### src/sv/arp_pkg.sv
// Package with the sizes, codes and constants of the ARP resolver.
`default_nettype none
package arp_pkg;

  localparam int CACHE_ENTRIES  = 16;
  localparam int PENDING_IPS    = 8;
  localparam int PENDING_PER_IP = 8;

  localparam int CIW  = (CACHE_ENTRIES > 1) ? $clog2(CACHE_ENTRIES) : 1;
  localparam int PIW  = (PENDING_IPS > 1) ? $clog2(PENDING_IPS) : 1;
  localparam int CNTW = $clog2(PENDING_PER_IP + 1);
  localparam int HDEPTH = PENDING_IPS * PENDING_PER_IP;
  localparam int HAW  = (HDEPTH > 1) ? $clog2(HDEPTH) : 1;
  localparam int SMAX = (CACHE_ENTRIES > PENDING_IPS) ? CACHE_ENTRIES : PENDING_IPS;
  localparam int SW   = $clog2(SMAX + 1);

  localparam logic [1:0] CMD_SEND = 2'd0;
  localparam logic [1:0] CMD_RECV = 2'd1;
  localparam logic [1:0] CMD_TICK = 2'd2;

  localparam logic [1:0] FT_IPV4 = 2'd0;
  localparam logic [1:0] FT_ARP  = 2'd1;

  localparam logic [1:0] KIND_IPV4    = 2'd0;
  localparam logic [1:0] KIND_REQUEST = 2'd1;
  localparam logic [1:0] KIND_REPLY   = 2'd2;
  localparam logic [1:0] KIND_DELIVER = 2'd3;

  localparam logic [1:0] REG_OWN_MAC   = 2'd0;
  localparam logic [1:0] REG_OWN_IP    = 2'd1;
  localparam logic [1:0] REG_CACHE_LIFE = 2'd2;
  localparam logic [1:0] REG_PEND_LIFE = 2'd3;

  localparam logic [15:0] OP_REQUEST = 16'd1;
  localparam logic [47:0] BCAST_MAC  = 48'hFFFF_FFFF_FFFF;
  localparam logic [15:0] CACHE_LIFE_RST = 16'd30000;
  localparam logic [15:0] PEND_LIFE_RST  = 16'd5000;

endpackage
`default_nettype wire

### src/sv/arp_resolver_with_pending_queue.sv
// ARP resolver with a cache, pending-datagram queues and an output register.
//
// Items enter on the in_* channel (in_valid_i, in_stall_o) and results leave on
// the out_* channel (out_valid_o, out_stall_i); an item moves when valid is high
// and stall is low. One item is worked on at a time and in_stall_o is high
// until it is finished. Configuration must be written by the user through
// cfg_we_i, cfg_idx_i and cfg_data_i only while the block is idle; the block
// itself does not enforce it. A send walks the cache memory, one entry per
// cycle, and on a miss also the pending memory. An ARP message walks both
// memories the same way and then reads one queued handle per result, in
// S_FLRD and S_FLEM for each. A tick reads every cache and pending entry and
// ages and writes back the valid ones. Results pass through one output
// register, so the next result may be prepared while the previous one waits;
// a stalled receiver holds the result and pauses the block. Reset empties the
// cache and the pending queues at once and restores the register defaults;
// no clearing pass is needed.
`default_nettype none
module arp_resolver_with_pending_queue import arp_pkg::*; (
  input  wire logic        clk_i,
  input  wire logic        rst_ni,
  input  wire logic        cfg_we_i,
  input  wire logic [1:0]  cfg_idx_i,
  input  wire logic [47:0] cfg_data_i,
  input  wire logic        in_valid_i,
  output logic             in_stall_o,
  input  wire logic [1:0]  cmd_i,
  input  wire logic [47:0] frame_dst_mac_i,
  input  wire logic [1:0]  frame_type_i,
  input  wire logic        payload_ok_i,
  input  wire logic [15:0] arp_opcode_i,
  input  wire logic [31:0] peer_ip_i,
  input  wire logic [47:0] peer_mac_i,
  input  wire logic [31:0] asked_ip_i,
  input  wire logic [15:0] datagram_handle_i,
  input  wire logic [15:0] elapsed_ms_i,
  output logic             out_valid_o,
  input  wire logic        out_stall_i,
  output logic [1:0]       out_kind_o,
  output logic [47:0]      out_dst_mac_o,
  output logic [31:0]      out_target_ip_o,
  output logic [47:0]      out_target_mac_o,
  output logic [15:0]      out_handle_o,
  output logic             last_o
);

  localparam logic [3:0] S_IDLE  = 4'd0;
  localparam logic [3:0] S_CSCAN = 4'd1;
  localparam logic [3:0] S_CDONE = 4'd2;
  localparam logic [3:0] S_PSCAN = 4'd3;
  localparam logic [3:0] S_PDONE = 4'd4;
  localparam logic [3:0] S_FLRD  = 4'd5;
  localparam logic [3:0] S_FLEM  = 4'd6;
  localparam logic [3:0] S_EMIT  = 4'd7;
  localparam logic [3:0] S_TKC   = 4'd8;
  localparam logic [3:0] S_TKP   = 4'd9;

  logic [3:0] state_q, state_d;

  logic [47:0] own_mac_q;
  logic [31:0] own_ip_q;
  logic [15:0] cache_life_q, pend_life_q;

  logic [1:0]  cmd_q, cmd_d;
  logic [31:0] ip_q, ip_d;
  logic [47:0] mac_q, mac_d;
  logic [15:0] hnd_q, hnd_d;
  logic [15:0] dly_q, dly_d;
  logic        reply_q, reply_d;

  logic [SW-1:0] cnt_q, cnt_d, chk_idx_q, chk_idx_d;
  logic          chk_vld_q, chk_vld_d;

  logic           hit_q, hit_d;
  logic [CIW-1:0] hit_idx_q, hit_idx_d;
  logic [47:0]    hit_mac_q, hit_mac_d;
  logic [15:0]    best_age_q, best_age_d;
  logic [CIW-1:0] best_idx_q, best_idx_d;
  logic           phit_q, phit_d;
  logic [PIW-1:0] phit_idx_q, phit_idx_d;

  logic [CACHE_ENTRIES-1:0] cv_q, cv_d;
  logic [PENDING_IPS-1:0]   pv_q, pv_d;
  logic [CNTW-1:0]          pc_q [PENDING_IPS];
  logic [CNTW-1:0]          pc_d [PENDING_IPS];

  logic [PIW-1:0]  fl_p_q, fl_p_d;
  logic [CNTW-1:0] fl_k_q, fl_k_d, fl_n_q, fl_n_d;

  logic [1:0]  res_kind_q, res_kind_d;
  logic [47:0] res_dst_q, res_dst_d;
  logic [31:0] res_tip_q, res_tip_d;
  logic [47:0] res_tmac_q, res_tmac_d;
  logic [15:0] res_hnd_q, res_hnd_d;

  logic        ov_q, ov_d, olast_q, olast_d;
  logic [1:0]  okind_q, okind_d;
  logic [47:0] odst_q, odst_d, otmac_q, otmac_d;
  logic [31:0] otip_q, otip_d;
  logic [15:0] ohnd_q, ohnd_d;

  logic [95:0] cmem [CACHE_ENTRIES];
  logic [95:0] crd_q, c_wd;
  logic        c_re, c_we;
  logic [CIW-1:0] c_ra, c_wa;
  logic [47:0] pmem [PENDING_IPS];
  logic [47:0] prd_q, p_wd;
  logic        p_re, p_we;
  logic [PIW-1:0] p_ra, p_wa;
  logic [15:0] hmem [HDEPTH];
  logic [15:0] hrd_q, h_wd;
  logic        h_re, h_we;
  logic [HAW-1:0] h_ra, h_wa;

  logic        in_acc, out_free, out_load;
  logic        cfree, pfree;
  logic [CIW-1:0] cfree_idx, cidx, cwr;
  logic [PIW-1:0] pfree_idx, pidx;
  logic [31:0] c_ip, p_ip;
  logic [47:0] c_mac;
  logic [15:0] c_age, p_age, c_nage, p_nage;
  logic [16:0] c_sum, p_sum;
  logic        dst_ok;

  assign in_stall_o = (state_q != S_IDLE);
  assign in_acc     = in_valid_i && !in_stall_o;
  assign out_free   = !ov_q || !out_stall_i;
  assign dst_ok     = (frame_dst_mac_i == BCAST_MAC) || (frame_dst_mac_i == own_mac_q);

  assign c_ip  = crd_q[95:64];
  assign c_mac = crd_q[63:16];
  assign c_age = crd_q[15:0];
  assign p_ip  = prd_q[47:16];
  assign p_age = prd_q[15:0];
  assign cidx  = chk_idx_q[CIW-1:0];
  assign pidx  = chk_idx_q[PIW-1:0];
  assign c_sum = {1'b0, c_age} + {1'b0, dly_q};
  assign p_sum = {1'b0, p_age} + {1'b0, dly_q};
  assign c_nage = c_sum[16] ? 16'hFFFF : c_sum[15:0];
  assign p_nage = p_sum[16] ? 16'hFFFF : p_sum[15:0];
  assign cwr = hit_q ? hit_idx_q : (cfree ? cfree_idx : best_idx_q);

  always_comb begin
    cfree = 1'b0;
    cfree_idx = '0;
    for (int i = CACHE_ENTRIES - 1; i >= 0; i--) begin
      if (!cv_q[i]) begin
        cfree = 1'b1;
        cfree_idx = CIW'(i);
      end
    end
    pfree = 1'b0;
    pfree_idx = '0;
    for (int i = PENDING_IPS - 1; i >= 0; i--) begin
      if (!pv_q[i]) begin
        pfree = 1'b1;
        pfree_idx = PIW'(i);
      end
    end
  end

  always_comb begin
    state_d = state_q;
    cmd_d = cmd_q; ip_d = ip_q; mac_d = mac_q; hnd_d = hnd_q; dly_d = dly_q;
    reply_d = reply_q;
    cnt_d = cnt_q; chk_idx_d = cnt_q; chk_vld_d = 1'b0;
    hit_d = hit_q; hit_idx_d = hit_idx_q; hit_mac_d = hit_mac_q;
    best_age_d = best_age_q; best_idx_d = best_idx_q;
    phit_d = phit_q; phit_idx_d = phit_idx_q;
    cv_d = cv_q; pv_d = pv_q; pc_d = pc_q;
    fl_p_d = fl_p_q; fl_k_d = fl_k_q; fl_n_d = fl_n_q;
    res_kind_d = res_kind_q; res_dst_d = res_dst_q; res_tip_d = res_tip_q;
    res_tmac_d = res_tmac_q; res_hnd_d = res_hnd_q;
    out_load = 1'b0;
    okind_d = okind_q; odst_d = odst_q; otip_d = otip_q; otmac_d = otmac_q;
    ohnd_d = ohnd_q; olast_d = olast_q;
    c_re = 1'b0; c_ra = cnt_q[CIW-1:0]; c_we = 1'b0; c_wa = cidx; c_wd = crd_q;
    p_re = 1'b0; p_ra = cnt_q[PIW-1:0]; p_we = 1'b0; p_wa = pidx; p_wd = prd_q;
    h_re = 1'b0; h_we = 1'b0;
    h_ra = HAW'(HAW'(fl_p_q) * HAW'(PENDING_PER_IP) + HAW'(fl_k_q));
    h_wa = h_ra; h_wd = hnd_q;

    unique case (state_q)
      S_IDLE: begin
        if (in_acc) begin
          cmd_d = cmd_i; ip_d = peer_ip_i; mac_d = peer_mac_i;
          hnd_d = datagram_handle_i; dly_d = elapsed_ms_i;
          reply_d = (arp_opcode_i == OP_REQUEST) && (asked_ip_i == own_ip_q);
          cnt_d = '0; hit_d = 1'b0; phit_d = 1'b0;
          priority if (cmd_i == CMD_SEND) begin
            state_d = S_CSCAN;
          end else if (cmd_i == CMD_RECV && dst_ok && payload_ok_i &&
                       frame_type_i == FT_IPV4) begin
            res_kind_d = KIND_DELIVER; res_dst_d = '0; res_tip_d = '0;
            res_tmac_d = '0; res_hnd_d = datagram_handle_i;
            state_d = S_EMIT;
          end else if (cmd_i == CMD_RECV && dst_ok && payload_ok_i &&
                       frame_type_i == FT_ARP) begin
            state_d = S_CSCAN;
          end else if (cmd_i == CMD_TICK) begin
            state_d = S_TKC;
          end else begin
            state_d = S_IDLE;
          end
        end
      end
      S_CSCAN, S_TKC: begin
        if (cnt_q < SW'(CACHE_ENTRIES)) begin
          c_re = 1'b1;
          cnt_d = cnt_q + SW'(1);
          chk_vld_d = 1'b1;
        end
        if (chk_vld_q) begin
          if (state_q == S_CSCAN) begin
            if (!hit_q && cv_q[cidx] && c_ip == ip_q) begin
              hit_d = 1'b1; hit_idx_d = cidx; hit_mac_d = c_mac;
            end
            if (chk_idx_q == '0 || c_age > best_age_q) begin
              best_age_d = c_age; best_idx_d = cidx;
            end
          end else if (cv_q[cidx]) begin
            c_we = 1'b1;
            c_wd = {c_ip, c_mac, c_nage};
            if (c_nage >= cache_life_q) cv_d[cidx] = 1'b0;
          end
        end
        if (cnt_q == SW'(CACHE_ENTRIES) && !chk_vld_q) begin
          cnt_d = '0;
          state_d = (state_q == S_CSCAN) ? S_CDONE : S_TKP;
        end
      end
      S_CDONE: begin
        if (cmd_q == CMD_SEND && hit_q) begin
          res_kind_d = KIND_IPV4; res_dst_d = hit_mac_q; res_tip_d = '0;
          res_tmac_d = '0; res_hnd_d = hnd_q;
          state_d = S_EMIT;
        end else begin
          if (cmd_q != CMD_SEND) begin
            c_we = 1'b1; c_wa = cwr; c_wd = {ip_q, mac_q, 16'd0};
            cv_d[cwr] = 1'b1;
          end
          state_d = S_PSCAN;
        end
      end
      S_PSCAN, S_TKP: begin
        if (cnt_q < SW'(PENDING_IPS)) begin
          p_re = 1'b1;
          cnt_d = cnt_q + SW'(1);
          chk_vld_d = 1'b1;
        end
        if (chk_vld_q) begin
          if (state_q == S_PSCAN) begin
            if (!phit_q && pv_q[pidx] && p_ip == ip_q) begin
              phit_d = 1'b1; phit_idx_d = pidx;
            end
          end else if (pv_q[pidx]) begin
            p_we = 1'b1;
            p_wd = {p_ip, p_nage};
            if (p_nage >= pend_life_q) begin
              pv_d[pidx] = 1'b0;
              pc_d[pidx] = '0;
            end
          end
        end
        if (cnt_q == SW'(PENDING_IPS) && !chk_vld_q) begin
          state_d = (state_q == S_PSCAN) ? S_PDONE : S_IDLE;
        end
      end
      S_PDONE: begin
        fl_p_d = phit_idx_q; fl_k_d = '0; fl_n_d = pc_q[phit_idx_q];
        res_kind_d = KIND_REPLY; res_dst_d = mac_q; res_tip_d = ip_q;
        res_tmac_d = mac_q; res_hnd_d = '0;
        state_d = S_IDLE;
        if (cmd_q == CMD_SEND) begin
          if (phit_q) begin
            if (pc_q[phit_idx_q] < CNTW'(PENDING_PER_IP)) begin
              h_we = 1'b1;
              h_wa = HAW'(HAW'(phit_idx_q) * HAW'(PENDING_PER_IP) +
                          HAW'(pc_q[phit_idx_q]));
              pc_d[phit_idx_q] = pc_q[phit_idx_q] + CNTW'(1);
            end
          end else if (pfree) begin
            pv_d[pfree_idx] = 1'b1;
            pc_d[pfree_idx] = CNTW'(1);
            p_we = 1'b1; p_wa = pfree_idx; p_wd = {ip_q, 16'd0};
            h_we = 1'b1; h_wa = HAW'(HAW'(pfree_idx) * HAW'(PENDING_PER_IP));
            res_kind_d = KIND_REQUEST; res_dst_d = BCAST_MAC; res_tip_d = ip_q;
            res_tmac_d = '0;
            state_d = S_EMIT;
          end
        end else if (phit_q && pc_q[phit_idx_q] != '0) begin
          pv_d[phit_idx_q] = 1'b0;
          pc_d[phit_idx_q] = '0;
          state_d = S_FLRD;
        end else begin
          if (phit_q) begin
            pv_d[phit_idx_q] = 1'b0;
          end
          state_d = reply_q ? S_EMIT : S_IDLE;
        end
      end
      S_FLRD: begin
        h_re = 1'b1;
        state_d = S_FLEM;
      end
      S_FLEM: begin
        if (out_free) begin
          out_load = 1'b1;
          okind_d = KIND_IPV4; odst_d = mac_q; otip_d = '0; otmac_d = '0;
          ohnd_d = hrd_q;
          olast_d = (fl_k_q == fl_n_q - CNTW'(1)) && !reply_q;
          fl_k_d = fl_k_q + CNTW'(1);
          if (fl_k_q == fl_n_q - CNTW'(1)) begin
            state_d = reply_q ? S_EMIT : S_IDLE;
          end else begin
            state_d = S_FLRD;
          end
        end
      end
      S_EMIT: begin
        if (out_free) begin
          out_load = 1'b1;
          okind_d = res_kind_q; odst_d = res_dst_q; otip_d = res_tip_q;
          otmac_d = res_tmac_q; ohnd_d = res_hnd_q; olast_d = 1'b1;
          state_d = S_IDLE;
        end
      end
      default: state_d = S_IDLE;
    endcase

    if (out_load) begin
      ov_d = 1'b1;
    end else if (!out_stall_i) begin
      ov_d = 1'b0;
    end else begin
      ov_d = ov_q;
    end
  end

  always_ff @(posedge clk_i) begin
    if (c_we) cmem[c_wa] <= c_wd;
    if (c_re) crd_q <= cmem[c_ra];
    if (p_we) pmem[p_wa] <= p_wd;
    if (p_re) prd_q <= pmem[p_ra];
    if (h_we) hmem[h_wa] <= h_wd;
    if (h_re) hrd_q <= hmem[h_ra];
  end

  always_ff @(posedge clk_i or negedge rst_ni) begin
    if (!rst_ni) begin
      state_q <= S_IDLE;
      own_mac_q <= '0;
      own_ip_q <= '0;
      cache_life_q <= CACHE_LIFE_RST;
      pend_life_q <= PEND_LIFE_RST;
      cnt_q <= '0;
      chk_vld_q <= 1'b0;
      hit_q <= 1'b0;
      phit_q <= 1'b0;
      cv_q <= '0;
      pv_q <= '0;
      for (int i = 0; i < PENDING_IPS; i++) pc_q[i] <= '0;
      ov_q <= 1'b0;
    end else begin
      state_q <= state_d;
      if (cfg_we_i) begin
        unique case (cfg_idx_i)
          REG_OWN_MAC:    own_mac_q <= cfg_data_i;
          REG_OWN_IP:     own_ip_q <= cfg_data_i[31:0];
          REG_CACHE_LIFE: cache_life_q <= cfg_data_i[15:0];
          REG_PEND_LIFE:  pend_life_q <= cfg_data_i[15:0];
          default: ;
        endcase
      end
      cnt_q <= cnt_d;
      chk_vld_q <= chk_vld_d;
      hit_q <= hit_d;
      phit_q <= phit_d;
      cv_q <= cv_d;
      pv_q <= pv_d;
      pc_q <= pc_d;
      ov_q <= ov_d;
    end
  end

  always_ff @(posedge clk_i) begin
    cmd_q <= cmd_d; ip_q <= ip_d; mac_q <= mac_d; hnd_q <= hnd_d; dly_q <= dly_d;
    reply_q <= reply_d;
    chk_idx_q <= chk_idx_d;
    hit_idx_q <= hit_idx_d; hit_mac_q <= hit_mac_d;
    best_age_q <= best_age_d; best_idx_q <= best_idx_d;
    phit_idx_q <= phit_idx_d;
    fl_p_q <= fl_p_d; fl_k_q <= fl_k_d; fl_n_q <= fl_n_d;
    res_kind_q <= res_kind_d; res_dst_q <= res_dst_d; res_tip_q <= res_tip_d;
    res_tmac_q <= res_tmac_d; res_hnd_q <= res_hnd_d;
    okind_q <= okind_d; odst_q <= odst_d; otip_q <= otip_d; otmac_q <= otmac_d;
    ohnd_q <= ohnd_d; olast_q <= olast_d;
  end

  assign out_valid_o      = ov_q;
  assign out_kind_o       = okind_q;
  assign out_dst_mac_o    = odst_q;
  assign out_target_ip_o  = otip_q;
  assign out_target_mac_o = otmac_q;
  assign out_handle_o     = ohnd_q;
  assign last_o           = olast_q;

  a_load_free: assert property (@(posedge clk_i) disable iff (!rst_ni)
    out_load |-> out_free) else $error("result loaded over a waiting result");
  a_busy_after_accept: assert property (@(posedge clk_i) disable iff (!rst_ni)
    (in_acc && (cmd_i == CMD_SEND || cmd_i == CMD_TICK)) |=> in_stall_o)
    else $error("send or tick item finished in one cycle");
  a_flush_bound: assert property (@(posedge clk_i) disable iff (!rst_ni)
    (state_q == S_FLEM) |-> (fl_k_q < fl_n_q)) else $error("flush ran past its queue");
  a_pend_count: assert property (@(posedge clk_i) disable iff (!rst_ni)
    (state_q == S_IDLE) |-> ($countones(pv_q) <= PENDING_IPS))
    else $error("pending occupancy out of range");

endmodule
`default_nettype wire
### config.mk
export PLATFORM = sky130hd
export DESIGN_NAME = arp_resolver_with_pending_queue
export DESIGN_NICKNAME = d
export VERILOG_FILES = /design/src/sv/arp_pkg.sv /design/src/sv/arp_resolver_with_pending_queue.sv
export SDC_FILE = /design/constraint.sdc
export NUM_CORES = 2
export LEC_CHECK = 0
export BUFFER_PORTS_ARGS = -buffer_cell sky130_fd_sc_hd__buf_2
export CAP_MARGIN = 30
export CORE_ASPECT_RATIO = 0.8
export CORE_MARGIN = 5
export CORE_UTILIZATION = 45
export CTS_BUF_LIST = sky130_fd_sc_hd__clkbuf_8
export DETAILED_ROUTE_END_ITERATION = 10
export GPL_ROUTABILITY_DRIVEN = 0
export HOLD_SLACK_MARGIN = 0.05
export PLACE_DENSITY = 0.58
export SYNTH_ARGS = -nofsm -noshare
export SYNTH_HDL_FRONTEND = slang
export SYNTH_SLANG_ARGS = --single-unit
### constraint.sdc
create_clock -name clk_i -period 14.9 [get_ports clk_i]
set_clock_uncertainty 0.05 [all_clocks]
set_input_delay 0 -clock clk_i [delete_from_list [all_inputs] [get_ports clk_i]]
set_output_delay 0 -clock clk_i [all_outputs]
set_load 0.02 [all_outputs]
==> results by group <==
CTS
  – CTS sink cnt: 3784
  – Cts bufs inserted: 593
  – Clock transition at the registers of the reported paths: 60 ps
  – CTS H-tree depth: 6
  – Worst skew pair latency: 1170 ps
  – Root Buffer: clkbuf_8
  – CTS tree: built
  – Worst-case clock buffer depth: 4

Critical path
  – Critical path, cell by cell: xor2_1 -> nor4_1 -> nand3_1 -> dlygate4sd3_1 -> o41ai_2 -> dlygate4sd3_1 -> nand2b_1 -> o21ai_4 -> buf_4 -> buf_4 -> buf_4
  – Worst Path Class, Setup: reg2reg
  – FF-to-FF End: res_tmac_q[46]
  – CP dominant cell by count: buf_4
  – Max incr delay on CP: 790 ps
  – Worst-path fanout max: 58
  – Worst reg2reg setup slack: 8350 ps
  – CP Launch Type: flop
  – R2r worst-path depth: 11
  – Arrival @ worst endpoint: 7240 ps
  – Endpoint type of the worst setup path: flop
  – Worst path slowest cell: dlygate4sd3_1
  – Req. time, crit path: 15590 ps
  – R2R Path Start: own_mac_q[41]

GRT
  – GRT Overall Usage: 0.231
  – Vias in the first global route: 79477
  – Global route overflow: 0
  – Initial antenna violation count: 26
  – Largest net degree at the start of global routing: 146
  – Global-route wire length before repair: 577000 µm

Synth
  – Ranking of synthesized cells by area: edfxtp_1 73%, mux4_2 14%, dfrtp_1 2.8%, mux2_2 1.9%, nand2_1 0.96%
  – Part of the Yosys area used for sequential elements: 0.757
  – Ys async rst share: 0.0478
  – Number of enable flip-flop cells after synthesis: 3598
  – Area share of the largest cell type after synthesis: 0.725
  – Flops & latches, synth: 3784
  – Yosys warns: 0
  – Syn Nets: 7532
  – Synthesized area: 149000 µm²
  – Syn_area_per_cell: 20.8 µm²
  – Commonest cells post-synth: 3598 x edfxtp_1, 920 x mux4_2, 382 x nand2_1
  – Yosys top cell by area: edfxtp_1
  – Yosys cell types: 79
  – Post-synthesis cell count: 7173
  – Prevailing post-synth register cell: edfxtp_1
  – Cell with the most instances after synthesis: edfxtp_1

Timing
  – Unrepaired setup endpoints after global routing: false
  – Fin Hold WS: 183 ps
  – Final setup vio count: 0
  – TNS Setup: 0 ps
  – Relative slew margins: 0.265
  – Period utilization: 0.440
  – Final Hold Fails: 0
  – Max-slew violation count: 0
  – Tightest Pin Transition: 1100 ps
  – Minimum clock period: 6550 ps
  – Max frequency: 153 MHz

Pwr
  – Clock network power share: 0.293
  – Sw Share: 0.293
  – Leakage: 0.0576 µW
  – Max VDD drop: 0.125 mV
  – Sequential Power Share: 0.488
  – Internal power: 20000 µW
  – Pwr Density: 163 nW/µm²
  – Psw: 8290 µW
  – Combinational power share: 0.219

Route
  – Via density: 5.85
  – Vias: 78580
  – WL final: 402000 µm
  – 1st-iter DRT viols: 9085
  – Post-DRT Antenna Nets: 0
  – Drt pass-1 iters: 6
  – Wire length per cell: 30.0 µm
  – DRC Markers: 0

Min path
  – Worst hold path type: in2reg
  – WHS Path Cells: 3
  – Hold path start: cmd_i[1]
  – Hold path endpoint: cmd_q[1]

Place
  – I/O Buffers: 416
  – Detailed placement HPWL: 227000 µm

Floorplan
  – Die Span X: 653 µm
  – FP Rows: 189
  – # IOs: 417
  – DIE HEIGHT: 525 µm
  – Core area: 331000 µm²
  – Initial Utilization: 0.451
  – Die area: 343000 µm²

Final layout
  – P&R area growth vs syn: 16.6%
  – Fin util: 0.525
  – Share of post-route cells with drive strength above 1: 0.296
  – Layout net count: 8927

Flow run
  – Max-cap viol count: 0

Status
  – Outcome: finished, final reports clean
## per-stage QoR
step	area (µm²)	worst slack, ps	std cells	total power [µW]
4_1_cts	173000	8350	13395	28500
3_3_place_gp	157000	8970	11855	20000
3_5_place_dp	157000	8900	11864	20100
6_report	174000	8350	13422	28300
5_1_grt	174000	8100	13411	29600
2_1_floorplan	149000	2290	7173	18000
## flip-flops by register name (all words and copies together), names as in the netlist, 32 cells and up
| signal | count |
|---|---|
| res_tmac_q | 48 |
| mac_q | 48 |
| own_ip_q | 32 |
| crd_q | 96 |
| out_dst_mac_o | 48 |
| ip_q | 32 |
| pc_q | 32 |
| hmem | 1024 |
| own_mac_q | 48 |
| res_dst_q | 48 |
| hit_mac_q | 48 |
| out_target_ip_o | 32 |
| out_target_mac_o | 48 |
| cmem | 1536 |
| prd_q | 48 |
| pmem | 384 |
| res_tip_q | 32 |
## layout make-up
cell class	instances	area [µm²]
flip-flops and latches	3784	113000
multi-input cells	2939	34900
clock buffers	609	8380
clock inverters	435	2580
diodes	12	30.0
fillers	25956	157000
well taps	4393	5500
inverters	106	408
repair buffers	1144	9130
## layer usage
layer,part of all wire,global-route usage
met1,0.43,0.352
met2,0.45,0.340
met3,0.091,0.0485
met4,0.026,0.0622
met5,0.00013,0
## critical path, delay by kind of cell, from the launching register on
family / cells / cell delay (ps)
AOI/OAI and AO/OA: 2 / 1290
xor gates and xnor gates: 1 / 150
buffers and inverters: 5 / 3530
DFF: 1 / 390
and+or+nand+nor: 3 / 540
## cell usage in the layout (no fill, tap or decap), types with 19 or more instances in the layout
| cell | count |
|---|---|
| edfxtp_1 | 3598 |
| mux4_2 | 920 |
| clkbuf_8 | 609 |
| dlygate4sd3_1 | 486 |
| buf_2 | 418 |
| nand2_1 | 381 |
| inv_1 | 277 |
| mux2_2 | 248 |
| buf_4 | 211 |
| and2_1 | 171 |
| dfrtp_1 | 165 |
| nor2_1 | 156 |
| clkinv_1 | 141 |
| xor2_1 | 101 |
| o21ai_0 | 90 |
| ha_1 | 88 |
| xnor2_1 | 72 |
| a21oi_1 | 59 |
| nand3_1 | 53 |
| nand4_1 | 49 |
| a221o_1 | 49 |
| clkinv_2 | 45 |
| nor3_1 | 43 |
| o22ai_1 | 33 |
| a21o_1 | 30 |
| a22o_1 | 28 |
| nor4_1 | 28 |
| nor2_4 | 26 |
| nand2b_1 | 22 |
| and3_1 | 21 |
| or2_2 | 19 |
| a211oi_1 | 19 |
## power groups by stage
stage	clock, µW	combinational (µW)	sequential, µW
6_report	8290	6210	13800
4_1_cts	8470	6230	13800
3_5_place_dp	0	6100	14000
5_1_grt	9000	6700	13900
2_1_floorplan	0	4070	13900
3_3_place_gp	0	5970	14000
## worst max-delay path by stage
stage	cells past startpoint	slack, ps	startpoint	end
4_1_cts	11	8350	own_mac_q[41]	res_tmac_q[46]
3_5_place_dp	8	8900	state_q[0]	hmem[49][15]
2_1_floorplan	7	2290	own_mac_q[43]	res_dst_q[0]
6_report	11	8350	own_mac_q[41]	res_tmac_q[46]
5_1_grt	11	8100	own_mac_q[41]	res_tmac_q[46]
3_3_place_gp	19	8970	dly_q[0]	pc_q[31]
## timing repair
action / 4_1_cts / 5_1_grt
endpoints found under the setup margin: 0 / 0
resized for setup: 0 / 0
buffers inserted: 0 / 0
hold buffers: 487 / 0
endpoints found under the hold margin: 569 / 0
## cell families (layout without fill, tap and decap cells)
| kind of cell | after synthesis | in the layout | share of synthesized area |
|---|---|---|---|
| adders and majority gates | 91 | 91 | 0.00775 |
| muxes | 1180 | 1180 | 0.159 |
| AOI/OAI and AO/OA | 434 | 434 | 0.0206 |
| other | 0 | 12 | 0 |
| xor gates and xnor gates | 174 | 174 | 0.0102 |
| DFF | 3784 | 3784 | 0.757 |
| and+or+nand+nor | 1060 | 1060 | 0.0345 |
| buffers and inverters | 450 | 2294 | 0.0116 |
(Power assumes the default switching activity.)
